**src/rtl/tga_rle_pkg.sv**
```systemverilog
`timescale 1ns / 1ps
// ----------------------------------------------------------------------------
// tga_rle_pkg
// Shared types and constants for the TGA run-length pixel decoder.
// ----------------------------------------------------------------------------
package tga_rle_pkg;

    // Width of the pixel counter; pixel_count is taken in its low COUNT_BITS bits
    localparam int COUNT_BITS = 32;

    localparam int CFG_IDX_W  = 2;
    localparam int CFG_DATA_W = 32;
    localparam int OUT_DATA_W = 40;

    // Configuration register indexes
    localparam logic [CFG_IDX_W-1:0] CFG_RLE_ENABLED     = 2'd0;
    localparam logic [CFG_IDX_W-1:0] CFG_BYTES_PER_PIXEL = 2'd1;
    localparam logic [CFG_IDX_W-1:0] CFG_PIXEL_COUNT     = 2'd2;

    localparam logic [2:0] BPP_ALPHA = 3'd4;   // 32-bit pixels
    localparam logic [7:0] RUN_FLAG  = 8'd128; // header bytes at or above start a run
    localparam logic [7:0] RUN_BIAS  = 8'd127;

    typedef struct packed {
        logic                  rle_enabled;
        logic [2:0]            bytes_per_pixel;
        logic [CFG_DATA_W-1:0] pixel_count;
    } cfg_t;

    // One decoded pixel as it travels from the front to the back
    typedef struct packed {
        logic [7:0] byte0;      // blue
        logic [7:0] byte1;      // green
        logic [7:0] byte2;      // red
        logic [7:0] byte3;      // alpha candidate
        logic       has_alpha;
        logic [7:0] repeat_res;
        logic       last_pixel;
    } pix_rec_t;

endpackage

```
**src/rtl/tga_rle_front.sv**
```systemverilog
`timescale 1ns / 1ps
// ----------------------------------------------------------------------------
// tga_rle_front
// Byte classifier: packet headers, colour gathering, run clipping, pixel count.
// ----------------------------------------------------------------------------
module tga_rle_front
(
    input  logic                   clk,
    input  logic                   rst_n,
    input  tga_rle_pkg::cfg_t      cfg,
    input  logic                   in_valid,
    output logic                   in_ready,
    input  logic [7:0]             data_byte,
    output logic                   push,
    output tga_rle_pkg::pix_rec_t  push_rec,
    input  logic                   push_ready
);

    localparam int CB = tga_rle_pkg::COUNT_BITS;

    logic          awaiting_reg, awaiting_next;
    logic          run_reg, run_next;
    logic [7:0]    left_reg, left_next;
    logic [1:0]    pos_reg, pos_next;
    logic [CB-1:0] done_reg, done_next;
    logic [7:0]    color_reg [3];

    logic          accept;
    logic          rle;
    logic          bpp4;
    logic [CB-1:0] total;
    logic [CB:0]   diff;
    logic          over;
    logic [CB-1:0] rem;
    logic [7:0]    n8;
    logic [7:0]    clip;
    logic [7:0]    rep;
    logic          last;
    logic          is_header;
    logic [2:0]    pos_inc;
    logic          pix_end;

    assign accept   = in_valid & in_ready;
    assign in_ready = push_ready;
    assign rle      = cfg.rle_enabled;
    assign bpp4     = (cfg.bytes_per_pixel == tga_rle_pkg::BPP_ALPHA);

    always_comb
    begin
        total = cfg.pixel_count[CB-1:0];
        if (total == '0)
        begin
            total = {{(CB-1){1'b0}}, 1'b1};
        end
    end

    // Pixels still owed; one if the count was lowered to or below what is done
    assign diff = {1'b0, total} - {1'b0, done_reg};
    assign over = diff[CB] | (diff[CB-1:0] == '0);
    assign rem  = over ? {{(CB-1){1'b0}}, 1'b1} : diff[CB-1:0];

    assign n8   = (left_reg == 8'd0) ? 8'd1 : left_reg;
    assign clip = ({{(CB-8){1'b0}}, n8} > rem) ? rem[7:0] : n8;
    assign rep  = (rle && run_reg) ? clip : 8'd1;
    assign last = over | ({{(CB-8){1'b0}}, rep} >= rem);

    assign is_header = rle & awaiting_reg;
    assign pos_inc   = {1'b0, pos_reg} + 3'd1;
    assign pix_end   = !is_header && (pos_inc >= (bpp4 ? 3'd4 : 3'd3));

    always_comb
    begin
        awaiting_next = awaiting_reg;
        run_next      = run_reg;
        left_next     = left_reg;
        pos_next      = pos_reg;
        done_next     = done_reg;
        if (accept)
        begin
            if (is_header)
            begin
                run_next      = data_byte[7];
                left_next     = data_byte[7] ? (data_byte - tga_rle_pkg::RUN_BIAS)
                                             : (data_byte + 8'd1);
                awaiting_next = 1'b0;
                pos_next      = 2'd0;
            end
            else if (!pix_end)
            begin
                pos_next = pos_inc[1:0];
            end
            else
            begin
                pos_next = 2'd0;
                if (rle)
                begin
                    if (run_reg)
                    begin
                        left_next     = 8'd0;
                        awaiting_next = 1'b1;
                    end
                    else
                    begin
                        left_next = n8 - 8'd1;
                        if (n8 == 8'd1)
                        begin
                            awaiting_next = 1'b1;
                        end
                    end
                end
                if (last)
                begin
                    done_next     = '0;
                    awaiting_next = 1'b1;
                    run_next      = 1'b0;
                    left_next     = 8'd0;
                end
                else
                begin
                    done_next = done_reg + {{(CB-8){1'b0}}, rep};
                end
            end
        end
    end

    always_ff @(posedge clk or negedge rst_n)
    begin
        if (!rst_n)
        begin
            awaiting_reg <= 1'b1;
            run_reg      <= 1'b0;
            left_reg     <= 8'd0;
            pos_reg      <= 2'd0;
            done_reg     <= '0;
        end
        else
        begin
            awaiting_reg <= awaiting_next;
            run_reg      <= run_next;
            left_reg     <= left_next;
            pos_reg      <= pos_next;
            done_reg     <= done_next;
        end
    end

    // Colour bytes: no reset, slot three is never stored (alpha passes through)
    always_ff @(posedge clk)
    begin
        if (accept && !is_header && (pos_reg != 2'd3))
        begin
            color_reg[pos_reg] <= data_byte;
        end
    end

    assign push = accept & pix_end;

    always_comb
    begin
        push_rec.byte0      = color_reg[0];
        push_rec.byte1      = color_reg[1];
        push_rec.byte2      = (pos_reg == 2'd2) ? data_byte : color_reg[2];
        push_rec.byte3      = data_byte;
        push_rec.has_alpha  = bpp4;
        push_rec.repeat_res = rep;
        push_rec.last_pixel = last;
    end

endmodule

```
**src/rtl/tga_rle_queue.sv**
```systemverilog
`timescale 1ns / 1ps
// ----------------------------------------------------------------------------
// tga_rle_queue
// Two-entry pixel queue between the front and the back.
// ----------------------------------------------------------------------------
module tga_rle_queue
(
    input  logic                   clk,
    input  logic                   rst_n,
    input  logic                   push,
    input  tga_rle_pkg::pix_rec_t  push_rec,
    output logic                   push_ready,
    output logic                   pop_valid,
    output tga_rle_pkg::pix_rec_t  pop_rec,
    input  logic                   pop
);

    tga_rle_pkg::pix_rec_t mem_reg [2];
    logic       wr_reg, wr_next;
    logic       rd_reg, rd_next;
    logic [1:0] cnt_reg, cnt_next;
    logic       do_push, do_pop;

    assign push_ready = (cnt_reg != 2'd2);
    assign pop_valid  = (cnt_reg != 2'd0);
    assign pop_rec    = mem_reg[rd_reg];
    assign do_push    = push & push_ready;
    assign do_pop     = pop & pop_valid;

    always_comb
    begin
        wr_next  = do_push ? ~wr_reg : wr_reg;
        rd_next  = do_pop ? ~rd_reg : rd_reg;
        cnt_next = cnt_reg + {1'b0, do_push} - {1'b0, do_pop};
    end

    always_ff @(posedge clk or negedge rst_n)
    begin
        if (!rst_n)
        begin
            wr_reg  <= 1'b0;
            rd_reg  <= 1'b0;
            cnt_reg <= 2'd0;
        end
        else
        begin
            wr_reg  <= wr_next;
            rd_reg  <= rd_next;
            cnt_reg <= cnt_next;
        end
    end

    always_ff @(posedge clk)
    begin
        if (do_push)
        begin
            mem_reg[wr_reg] <= push_rec;
        end
    end

endmodule

```
**src/rtl/tga_rle_back.sv**
```systemverilog
`timescale 1ns / 1ps
// ----------------------------------------------------------------------------
// tga_rle_back
// Output stage: reorders to RGBA, masks alpha, holds the result register.
// ----------------------------------------------------------------------------
module tga_rle_back
(
    input  logic                                clk,
    input  logic                                rst_n,
    input  logic                                pop_valid,
    input  tga_rle_pkg::pix_rec_t               pop_rec,
    output logic                                pop,
    output logic                                m_tvalid,
    input  logic                                m_tready,
    output logic [tga_rle_pkg::OUT_DATA_W-1:0]  m_tdata,
    output logic                                m_tlast
);

    logic                               valid_reg, valid_next;
    logic [tga_rle_pkg::OUT_DATA_W-1:0] data_reg, data_next;
    logic                               last_reg, last_next;
    logic                               load;

    assign load = pop_valid & (!valid_reg | m_tready);
    assign pop  = load;

    always_comb
    begin
        valid_next = valid_reg;
        if (load)
        begin
            valid_next = 1'b1;
        end
        else if (m_tready)
        begin
            valid_next = 1'b0;
        end
        data_next = {pop_rec.repeat_res,
                     pop_rec.has_alpha ? pop_rec.byte3 : 8'd0,
                     pop_rec.byte0,
                     pop_rec.byte1,
                     pop_rec.byte2};
        last_next = pop_rec.last_pixel;
    end

    always_ff @(posedge clk or negedge rst_n)
    begin
        if (!rst_n)
        begin
            valid_reg <= 1'b0;
        end
        else
        begin
            valid_reg <= valid_next;
        end
    end

    always_ff @(posedge clk)
    begin
        if (load)
        begin
            data_reg <= data_next;
            last_reg <= last_next;
        end
    end

    assign m_tvalid = valid_reg;
    assign m_tdata  = data_reg;
    assign m_tlast  = last_reg;

endmodule

```
**src/rtl/tga_rle_pixel_decoder.sv**
```systemverilog
`timescale 1ns / 1ps
// ----------------------------------------------------------------------------
// tga_rle_pixel_decoder
// Truecolor TGA pixel-data decoder, raw or run-length, one byte per item.
// ----------------------------------------------------------------------------
// Usage:
//  - s_* carries the image's pixel-data bytes, one byte per item. In run-length
//    mode each packet opens with a header byte; colour bytes arrive B, G, R(, A).
//  - m_* gives one item per decoded pixel or run: R, G, B, A, repeat count,
//    and tlast on the item that completes the image. The next byte then
//    starts a new image.
//  - cfg_* writes rle_enabled (0), bytes_per_pixel (1), pixel_count (2);
//    other indexes are dropped. Write only while the decoder is idle.
// Throughput: one byte per cycle while the queue has room (s_tready follows the
//  queue); a pixel takes 3 or 4 bytes.
// Path: a result is written into the queue, then loaded into the output
//  register that drives m_*.
// Stall: a stalled m_* side fills the two-entry queue; s_tready drops only when
//  the queue is full, so three results can be held back (two queued, one output).
// Reset: decoder waits for a packet header, pixel count cleared, registers at
//  rle_enabled=1, bytes_per_pixel=3, pixel_count=1. No clearing pass.
// ----------------------------------------------------------------------------
module tga_rle_pixel_decoder
(
    input  logic                                clk,
    input  logic                                rst_n,
    // configuration write channel
    input  logic                                cfg_valid,
    output logic                                cfg_ready,
    input  logic [tga_rle_pkg::CFG_IDX_W-1:0]   cfg_index,
    input  logic [tga_rle_pkg::CFG_DATA_W-1:0]  cfg_data,
    // byte input
    input  logic                                s_tvalid,
    output logic                                s_tready,
    input  logic [7:0]                          s_tdata,   // [7:0] data_byte
    // pixel output
    output logic                                m_tvalid,
    input  logic                                m_tready,
    // [7:0] red, [15:8] green, [23:16] blue, [31:24] alpha, [39:32] repeat_res
    output logic [tga_rle_pkg::OUT_DATA_W-1:0]  m_tdata,
    output logic                                m_tlast    // last_pixel
);

    tga_rle_pkg::cfg_t     cfg_reg, cfg_next;
    tga_rle_pkg::pix_rec_t push_rec, pop_rec;
    logic                  push, push_ready;
    logic                  pop, pop_valid;

    // Configuration registers, always ready
    assign cfg_ready = 1'b1;

    always_comb
    begin
        cfg_next = cfg_reg;
        if (cfg_valid)
        begin
            unique case (cfg_index)
                tga_rle_pkg::CFG_RLE_ENABLED:     cfg_next.rle_enabled     = cfg_data[0];
                tga_rle_pkg::CFG_BYTES_PER_PIXEL: cfg_next.bytes_per_pixel = cfg_data[2:0];
                tga_rle_pkg::CFG_PIXEL_COUNT:     cfg_next.pixel_count     = cfg_data;
                default:                          cfg_next = cfg_reg;
            endcase
        end
    end

    always_ff @(posedge clk or negedge rst_n)
    begin
        if (!rst_n)
        begin
            cfg_reg.rle_enabled     <= 1'b1;
            cfg_reg.bytes_per_pixel <= 3'd3;
            cfg_reg.pixel_count     <= {{(tga_rle_pkg::CFG_DATA_W-1){1'b0}}, 1'b1};
        end
        else
        begin
            cfg_reg <= cfg_next;
        end
    end

    // Front: headers, colour gathering, clipping and pixel counting
    tga_rle_front u_front
    (
        .clk        (clk),
        .rst_n      (rst_n),
        .cfg        (cfg_reg),
        .in_valid   (s_tvalid),
        .in_ready   (s_tready),
        .data_byte  (s_tdata),
        .push       (push),
        .push_rec   (push_rec),
        .push_ready (push_ready)
    );

    // Short queue so the two sides stall independently
    tga_rle_queue u_queue
    (
        .clk        (clk),
        .rst_n      (rst_n),
        .push       (push),
        .push_rec   (push_rec),
        .push_ready (push_ready),
        .pop_valid  (pop_valid),
        .pop_rec    (pop_rec),
        .pop        (pop)
    );

    // Back: RGBA formatting and output register
    tga_rle_back u_back
    (
        .clk       (clk),
        .rst_n     (rst_n),
        .pop_valid (pop_valid),
        .pop_rec   (pop_rec),
        .pop       (pop),
        .m_tvalid  (m_tvalid),
        .m_tready  (m_tready),
        .m_tdata   (m_tdata),
        .m_tlast   (m_tlast)
    );

endmodule
```
**config.mk**
```make
export PLATFORM = sky130hd
export DESIGN_NAME = tga_rle_pixel_decoder
export DESIGN_NICKNAME = d
export VERILOG_FILES = /design/src/rtl/tga_rle_pkg.sv /design/src/rtl/tga_rle_front.sv /design/src/rtl/tga_rle_queue.sv /design/src/rtl/tga_rle_back.sv /design/src/rtl/tga_rle_pixel_decoder.sv
export SDC_FILE = /design/constraint.sdc
export NUM_CORES = 1
export LEC_CHECK = 0
export BUFFER_PORTS_ARGS = -buffer_cell sky130_fd_sc_hd__buf_2
export CORE_ASPECT_RATIO = 0.6
export CORE_UTILIZATION = 55
export DETAILED_ROUTE_END_ITERATION = 6
export GPL_ROUTABILITY_DRIVEN = 0
export GPL_TIMING_DRIVEN = 1
export PLACE_DENSITY = 0.73
export SETUP_SLACK_MARGIN = 0.3
export SLEW_MARGIN = 10
export SYNTH_ARGS = -nofsm -noshare
export SYNTH_HDL_FRONTEND = slang
export SYNTH_SLANG_ARGS = --single-unit
```
**constraint.sdc**
```tcl
create_clock -name clk -period 17.5 [get_ports clk]
set_clock_uncertainty 0.2 [all_clocks]
set_input_delay 0.875 -clock clk [delete_from_list [all_inputs] [get_ports clk]]
set_output_delay 0.875 -clock clk [all_outputs]
set_load 0.005 [all_outputs]
```
Word level (Yosys, flattened, before mapping)
Memories as Yosys holds them, arrays and structs flattened.
Cells that the tools add are included.
Operators by class
  $lt $le $gt $ge: 3
  multiplexer cells: 31
  reductions and logical operators: 23
  bitwise gates (word level): 12
  equal/unequal tests: 7
  add/subtract/negate cells: 8
Operators by type and width (count)
  32-bit 2-to-1 mux: 3
  8-bit 2-to-1 mux: 10
  32-bit zero test: 2
  32-bit by 32-bit subtractor with 33-bit output: 1
  32-bit by 8-bit adder with 32-bit output: 1
  8-bit by 32-bit greater-or-equal comparator with 1-bit output: 1
  8-bit by 32-bit > comparator with 1-bit output: 1
  1-bit 2-to-1 mux: 15
  3-bit AND reduction: 3
  8-bit by 1-bit adder with 8-bit output (second input constant): 1
  8-bit by 1-bit == test with 1-bit output (second input constant): 1
  8-bit zero test: 1
  2-bit nonzero test: 4
  8-bit by 1-bit subtractor with 8-bit output (second input constant): 1
  8-bit by 7-bit subtractor with 8-bit output (second input constant): 1
  1-bit bitwise AND: 6
  2-bit AND reduction: 3
  2-bit == test (second input constant): 2
  1-bit logical AND: 4
  2-bit 2-to-1 mux: 2
  2-bit inequality test (second input constant): 2
  4-bit AND reduction: 1
  4-bit nonzero test: 1
  2-bit by 1-bit adder with 3-bit output (second input constant): 1
  other kinds (11): 16
Word-level totals
  memories kept: 2
  input port bits: 47
  logic and storage cells: 101
  memory bits (writable): 108
  output and inout port bits: 44
  register bits after elaboration: 126
Memories
  u_queue.mem_reg: depth 2, bits a word 42, read ports 1, clocked after Yosys merged registers in 0, write ports 1, RTL line tga_rle_queue.sv:18  | tga_rle_pkg::pix_rec_t mem_reg [2];
  u_front.color_reg: depth 3, bits a word 8, read ports 3, clocked after Yosys merged registers in 0, write ports 1, RTL line tga_rle_front.sv:26  | logic [7:0] color_reg [3];

Logic depth before layout (Yosys ltp)
Gate-level depths: netlist of run 1.
  word-level depth: 14
  gate-level depth with buffers: 43

By module
A second synthesis of run 1 with hierarchy kept.
Second synthesis, totals
  cells, all modules: 1128
  area total of the unflattened synthesis: 13053.8 µm²
Modules (own cells, without submodules)
  tga_rle_front: area an instance 6817.8 µm², cells each 847, times used 1, seq. area each 1823.0 µm²
  tga_rle_queue: area an instance 3397.0 µm², cells each 148, times used 1, seq. area each 2622.5 µm²
  tga_rle_pixel_decoder: area an instance 1503.9 µm², cells each 80, times used 1, seq. area each 905.9 µm²
  tga_rle_back: area an instance 1335.0 µm², cells each 53, times used 1, seq. area each 1256.2 µm²

Worst setup path after synthesis of run 1
No wires, ideal clock.
  path type: reg2reg
  start point: register cfg_reg[9] (netlist bit)
  end point: register u_front.left_reg[6]
  path buffers: 2
  setup slack: 9.816 ns
  data arrival time: 7.419 ns
  library setup time: 0.065 ns
  data required time: 17.235 ns
  period minus slack after synthesis: 7.684 ns
  stages on the path, launching flop included: 42
  path through: dfrtp_1 > nor4_1 > nand4_1 > nor2_1 > nor2_1 > ha_1 > fa_1 > nor2b_1 > o2111ai_1 > a21oi_2 > a211oi_1 > o31a_1 > o211ai_1 > a211oi_1 > nor2_1 > buf_2 > nand2_1 > ha_1 > (+6 left out) > o21a_1 > o2111ai_1 > nor4b_4 > and2b_2 > a22o_1 > ha_1 > nand2b_1 > a21o_1 > a21o_1 > a21oi_1 > nor2b_1 > o21ai_0 > a21oi_1 > o31ai_1 > o21ai_4 > buf_6 > o41ai_1 > a22o_1
Between the ends
  longest elaborated chain between the ends: 14
  elaborated cells between the ends (all ways): 16
  classes of those cells: add/sub: 1; order compare: 2; mux: 7; bitwise: 2; reduce/logical: 4
RTL lines
  from (decl): RTL line tga_rle_pixel_decoder.sv:44  | tga_rle_pkg::cfg_t cfg_reg, cfg_next;
  from (signal assigned): RTL line tga_rle_pixel_decoder.sv:76  | cfg_reg <= cfg_next;
  32-bit zero test: RTL line tga_rle_front.sv:51  | if (total == '0)
  32-bit 2-to-1 mux (*): RTL line tga_rle_front.sv:51
  32-bit by 32-bit subtractor with 33-bit output (*): RTL line tga_rle_front.sv:58  | assign diff = {1'b0, total} - {1'b0, done_reg};
  32-bit zero test: RTL line tga_rle_front.sv:59  | assign over = diff[CB] | (diff[CB-1:0] == '0);
  1-bit OR: RTL line tga_rle_front.sv:59
  32-bit 2-to-1 mux: RTL line tga_rle_front.sv:60  | assign rem = over ? {{(CB-1){1'b0}}, 1'b1} : diff[CB-1:0];
  8-bit by 32-bit > comparator with 1-bit output: RTL line tga_rle_front.sv:63  | assign clip = ({{(CB-8){1'b0}}, n8} > rem) ? rem[7:0] : n8;
  8-bit 2-to-1 mux: RTL line tga_rle_front.sv:63
  8-bit 2-to-1 mux: RTL line tga_rle_front.sv:64  | assign rep = (rle && run_reg) ? clip : 8'd1;
  8-bit by 32-bit greater-or-equal comparator with 1-bit output: RTL line tga_rle_front.sv:65  | assign last = over | ({{(CB-8){1'b0}}, rep} >= rem);
  1-bit OR (*): RTL line tga_rle_front.sv:65
  8-bit 2-to-1 mux: RTL line tga_rle_front.sv:111  | if (last)
  8-bit 2-to-1 mux: RTL line tga_rle_front.sv:88  | else if (!pix_end)
  8-bit 2-to-1 mux: RTL line tga_rle_front.sv:80  | if (is_header)
  to (signal assigned): RTL line tga_rle_front.sv:140  | left_reg <= left_next;
  to (decl): RTL line tga_rle_front.sv:23  | logic [7:0] left_reg, left_next;
Mark *: on every way between the ends. The rest lies on a longest branch, timed or not. The select of a mux whose other input is x is not followed.
A chain may end at the register's enable or synchronous reset.

==> impl_metrics.json, run 1 <==
{
  "max_freq_ghz": 0.106,
  "critPathKind": "reg2reg",
  "async_flop_share_pct": 36.3,
  "drc": 0,
  "hp-class": "in2async",
  "wl_per_cell_um": 20.0,
  "grt_usage_pct": 25.7,
  "setup_tns_ns": 0,
  "largest_reg_flops": 84,
  "synthTopCellsByArea": "edfxtp_1 36%, dfrtp_1 16%, mux2_2 7.2%",
  "yosysSeqAreaShare_pct": 52.9,
  "run_status": "complete, no violations",
  "critPathSlowestCell": "o21ai_4",
  "holdWs_ns": 0.0674,
  "vias_per_cell": 6.00,
  "slew_violations": 0,
  "syn_to_final_growth_pct": 10.1,
  "clockBufferDepth": 3,
  "ir_worst_vdd_mv": 0.0919,
  "cp_common_cell": "o21a_1",
  "hold_viol": 0,
  "wirelength_um": 29100,
  "root_buffer": "clkbuf_16",
  "ys_warn_count": 0,
  "synth_cells": 1096,
  "total_power_mw": 2.28,
  "core_area_mm2": 0.0222,
  "grt_pass1_vias": 7999,
  "synth_top_area_share_pct": 35.8,
  "synth_nets": 1215,
  "portBuffers": 89,
  "antenna_found_initial": 0,
  "cpPeakStageDelay_ns": 0.74,
  "yosys.area.top_type": "edfxtp_1",
  "clk_latency_ns": 0.52,
  "rsz0062_at_grt": "false",
  "end_kind": "flip-flop",
  "p_per_area_mw_per_mm2": 166,
  "die_height_um": 119,
  "clock-sinks": 234,
  "cts_buffers": 23,
  "yosysMostFrequentCell": "edfxtp_1",
  "htreeDepth": 1,
  "pwr-share-seq_pct": 37.8,
  "p_leak_nw": 5.36,
  "dp.cells": 1417,
  "hold_buffers": 0,
  "p_comb_share_pct": 41.2,
  "cts_setup_buffers": 0,
  "synth.avg_cell_area_um2": 11.4,
  "cts_resized": 0,
  "drv_cap": 0,
  "clk_pin_slew_worst_paths_ns": 0.06,
  "p_sw_uw": 874,
  "first_pass_iters": 5,
  "nFillCells": 1777,
  "switching_share_pct": 38.3,
  "setup_violations": 0,
  "critPathBufInv": 0,
  "ant_nets": 0,
  "dp_hpwl_um": 21200,
  "critPathMaxFanout": 35,
  "grt_overflow": 0,
  "slew_headroom_pct": 26.3,
  "synth_common_cells": "149 x edfxtp_1, 92 x nand2_1, 80 x dfrtp_1, 80 x mux2_2, 70 x ha_1",
  "nNetsFinal": 1253,
  "synth_cell_types": 78,
  "clkPwrFrac_pct": 21.1,
  "via_count": 8742,
  "fin_cells": 1458,
  "crit_path_start_kind": "flip-flop",
  "die-area_mm2": 0.0234,
  "internal-power_mw": 1.41,
  "synth_edf_count": 149,
  "worst_pin_slew_ns": 1.11,
  "finalCriticalPeriod_ns": 9.40,
  "drive_gt1_share_pct": 20.5,
  "pin_count": 91,
  "fp.dieW_um": 197,
  "cp.required_ns": 17.68,
  "drt-initial-drc-count": 1194,
  "crit_arrival_ns": 9.58,
  "initial_core_util_pct": 56.4,
  "insertedDiodeCount": 0,
  "num_rows": 42,
  "tritoncts": "done",
  "synth-main-ff-cell": "edfxtp_1",
  "ys_seq_elements": 234,
  "grt_pass1_wl_um": 45800,
  "grt_max_degree": 57,
  "fin_crit_sh_pct": 53.7,
  "critPathTopFamily": "compound AO/OA/AOI/OAI gates",
  "synth_area_mm2": 0.0125
}
power by group through the flow:
stage          Combinational [mW]  Sequential [mW]  Clock, mW
3_5_place_dp                0.911            0.870          0
4_1_cts                     0.918            0.861      0.489
5_1_grt                      1.03            0.879      0.513
6_report                    0.939            0.862      0.481
2_1_floorplan               0.693            0.834          0
3_3_place_gp                0.902            0.866          0
cells in the final DEF (no fill, tap or decap), drive strengths merged, types with 15 or more instances in the layout:
master | synthesis | final
inv | 59 | 62
nand2 | 92 | 92
o21ai | 48 | 48
a21oi | 54 | 54
buf | 24 | 94
ha | 70 | 70
edfxtp | 149 | 149
xnor2 | 40 | 40
nor3 | 17 | 17
clkbuf | 57 | 27
nand3 | 22 | 22
nor2 | 62 | 62
mux2 | 80 | 80
o21a | 17 | 17
a21o | 15 | 15
dfrtp | 80 | 80
nand4 | 26 | 26
worst register-to-register path: cells and delay by family (launching register included):
kind | cells | cell delay [ns]
AOI/OAI and AO/OA | 21 | 4.16
and+or+nand+nor | 13 | 3.26
adders and majority gates | 4 | 1.25
DFF | 1 | 0.41
logic make-up (layout without fill, tap and decap cells):
logic type,after synthesis,after routing,share of synthesized area [%]
AO/OA/AOI/OAI,225,225,12.6
XOR/XNOR,48,48,3.36
adder cells (fa/ha/maj),72,72,7.33
buffers and inverters,140,194,4.63
flip-flops,234,234,52.9
multiplexers,83,83,7.45
other,1,1,0.0300
AND/OR/NAND/NOR,293,293,11.7
layout make-up:
type                    instances  area (µm²)  area share, %
clock buffers                  27         591           4.29
flip-flops and latches        234        6610           48.0
multi-input cells             722        5340           38.8
inverters                      59         221           1.61
well taps                     308         385           2.80
clock inverters                14         133          0.963
repair buffers                 94         485           3.53
worst paths after layout:
| kind | from | endpoint | slack (ns) | depth (start not counted) |
|---|---|---|---|---|
| setup / recovery | cfg_reg[18] | u_front.done_reg[14] | 8.10 | 38 |
| hold / removal | rst_n | u_front.done_reg[13] | 0.07 | 1 |
| setup reg to reg | cfg_reg[18] | u_front.done_reg[14] | 8.10 | 38 |
| hold reg to reg | u_front.color_reg[1][2] | u_queue.mem_reg[0][28] | 0.25 | 0 |
| max in group asynchronous | rst_n | u_queue.rd_reg | 15.92 | 2 |
| min in group clk | u_front.color_reg[1][2] | u_queue.mem_reg[0][28] | 0.25 | 0 |
per-stage QoR:
| stage | setup slack (ns) | area, µm² | util, % |
|---|---|---|---|
| after floorplan | 9.82 | 12500 | - |
| after global placement | 8.36 | 13000 | 58.8 |
| after detailed placement | 8.26 | 13000 | 58.8 |
| after CTS | 8.21 | 13800 | 62.1 |
| after global routing | 7.39 | 13800 | 62.1 |
| final | 8.10 | 13800 | 62.1 |
routing by layer:
metal / global-route usage (%) / share of wire (%)
met1: 43.4 / 51
met2: 30.1 / 35
met3: 9.45 / 13
met4: 4.17 / 1.3
met5: 0 / 0
Note: power is estimated with default switching activity, not from simulation.
==> inputs of run 2 (changes only) <==
clock period = 9.9 ns   (was 17.5 ns; I/O delays follow)
==> run 2 against run 1 <==
Effect of this change:
- register-to-register slack lost 7.3 ns
- critical endpoint is now u_front.left_reg[6]
- largest cell class unchanged
- cell area up 1.0%
- total power up 79%
- final cell count grew 0.75%
- non-clock buffer count increased by 11
- highest routed layer unchanged
- sequential power rose by 77%
- combinational power up 79%
- sequential cell count stayed put
- sequential share of layout area fell by 0.49 points
==> impl_metrics.json, run 2 (synthesized netlist as in run 1, its figures left out) <==
{
  "cp_common_cell": "o21a_1",
  "cts_buffers": 22,
  "fin_util_pct": 62.7,
  "tritoncts": "done",
  "holdPathEnd": "cfg_reg[28]",
  "final_cell_mix": "149 x edfxtp_1, 92 x nand2_1, 88 x buf_2",
  "worst_pin_slew_ns": 1.11,
  "die_height_um": 119,
  "core_area_mm2": 0.0222,
  "clk_latency_ns": 0.54,
  "critPathSlowestCell": "nor4_1",
  "antenna_found_initial": 0,
  "cp.required_ns": 10.14,
  "grt_max_degree": 57,
  "p_leak_nw": 5.41,
  "vias_per_cell": 6.01,
  "largest_reg_flops": 84,
  "critPathKind": "reg2reg",
  "worstReg2RegStart": "cfg_reg[21]",
  "htreeDepth": 1,
  "max_freq_ghz": 0.109,
  "drt-initial-drc-count": 1038,
  "multi_input_area_mm2": 0.00535,
  "portBuffers": 89,
  "nFillCells": 1754,
  "finalCriticalPeriod_ns": 9.15,
  "die-area_mm2": 0.0234,
  "wl_per_cell_um": 20.4,
  "via_count": 8830,
  "p_per_area_mw_per_mm2": 294,
  "layout_commonest_cell": "edfxtp_1",
  "grt_overflow": 0,
  "clockBufferDepth": 3,
  "rsz0062_at_grt": "false",
  "hold_viol": 0,
  "hp-class": "in2reg",
  "end_kind": "flip-flop",
  "nNetsFinal": 1263,
  "drc": 0,
  "initial_core_util_pct": 56.4,
  "crit_path_start_kind": "flip-flop",
  "setup_violations": 0,
  "hold_start": "cfg_data[28]",
  "critPathMaxFanout": 20,
  "first_pass_iters": 6,
  "setup_tns_ns": 0,
  "wirelength_um": 30000,
  "slew_violations": 0,
  "slew_headroom_pct": 26.2,
  "register_area_mm2": 0.00661,
  "crit_arrival_ns": 9.39,
  "grt_pass1_vias": 8152,
  "grt_usage_pct": 26.2,
  "pin_count": 91,
  "rr_worst_depth": 42,
  "fin_crit_sh_pct": 92.4,
  "cts_setup_buffers": 0,
  "dp_hpwl_um": 22100,
  "ant_nets": 0,
  "fp.dieW_um": 197,
  "run_status": "complete, no violations",
  "hold_depth": 2,
  "ir_worst_vdd_mv": 0.167,
  "cpPeakStageDelay_ns": 0.50,
  "clk_pin_slew_worst_paths_ns": 0.07,
  "syn_to_final_growth_pct": 11.2,
  "num_rows": 42,
  "rrSetupSlack_ns": 0.75,
  "clock-sinks": 234,
  "drv_cap": 0,
  "drive_gt1_share_pct": 21.0,
  "grt_pass1_wl_um": 46700,
  "rr_endpoint": "u_front.left_reg[6]",
  "root_buffer": "clkbuf_16"
}
-- run 2: cell types whose count changed in the layout (fill, tap and decap cells not counted), sizes merged, moves of 2 or more --
cell and delta:
dlygate4sd3 +9, clkbuf -3, clkinvlp +3, buf +2
-- run 2: repair_timing --
item                                    CTS  global route
endpoints found under the hold margin    37             0
endpoints found under the setup margin    0             3
resized for setup                         0             1
hold buffers                              9             0
-- run 2: metal layers --
| layer | track usage (%) | up-vias | share of wire, % |
|---|---|---|---|
| met5 | 0 | - | 0 |
| met4 | 3.73 | 0 | 1.1 |
| met3 | 10.1 | 26 | 13 |
| met2 | 31.6 | 413 | 36 |
| met1 | 43.6 | 4290 | 49 |
| li1 | - | 4101 | - |
-- run 2: how the worst max path moves through the flow --
stage	from	to	slack, ns	depth (start not counted)
after CTS	cfg_reg[18]	u_front.left_reg[0]	0.91	42
after global placement	cfg_reg[18]	u_front.left_reg[0]	1.07	41
final	cfg_reg[21]	u_front.left_reg[6]	0.75	42
after detailed placement	cfg_reg[18]	u_front.left_reg[0]	0.94	41
after floorplan	cfg_reg[9]	u_front.left_reg[6]	2.22	41
after global routing	cfg_reg[28]	u_front.left_reg[0]	0.35	42
-- run 2: cell type report --
cell class	instances	area share (%)
Clock buffer	24	4.08
Inverter	59	1.59
Sequential cell	234	47.5
Timing Repair Buffer	105	4.25
Antenna cell	1	0.0180
Clock inverter	16	1.32
Tap cell	308	2.77
Multi-Input combinational cell	722	38.4
-- run 2: stage by stage --
| stage | instances | total power, mW | worst slack, ns | hold slack (ns) | cell area, µm² |
|---|---|---|---|---|---|
| after floorplan | 1096 | 2.70 | 2.22 | -0.000591 | 12500 |
| after global placement | 1419 | 3.14 | 1.07 | 0.224 | 13100 |
| after detailed placement | 1419 | 3.18 | 0.942 | 0.233 | 13100 |
| after CTS | 1468 | 4.07 | 0.912 | 0.00177 | 13900 |
| after global routing | 1468 | 4.34 | 0.354 | 0.00727 | 13900 |
| final | 1469 | 4.09 | 0.748 | 0.0199 | 13900 |
-- run 2: power breakdown --
group	switching [mW]	leakage [nW]	total [mW]	internal (mW)
clock network	0.381	0.355	0.881	0.500
logic	1.02	2.63	1.68	0.660
registers	0.170	2.43	1.53	1.36
-- run 2: critical path, delay by kind of cell, from the launching register on --
| family | cells | cell delay [ns] |
|---|---|---|
| AO/OA/AOI/OAI | 23 | 4.95 |
| flip-flops | 1 | 0.40 |
| AND/OR/NAND/NOR | 14 | 2.25 |
| adder cells (fa/ha/maj) | 4 | 1.03 |
| buffers and inverters | 1 | 0.26 |
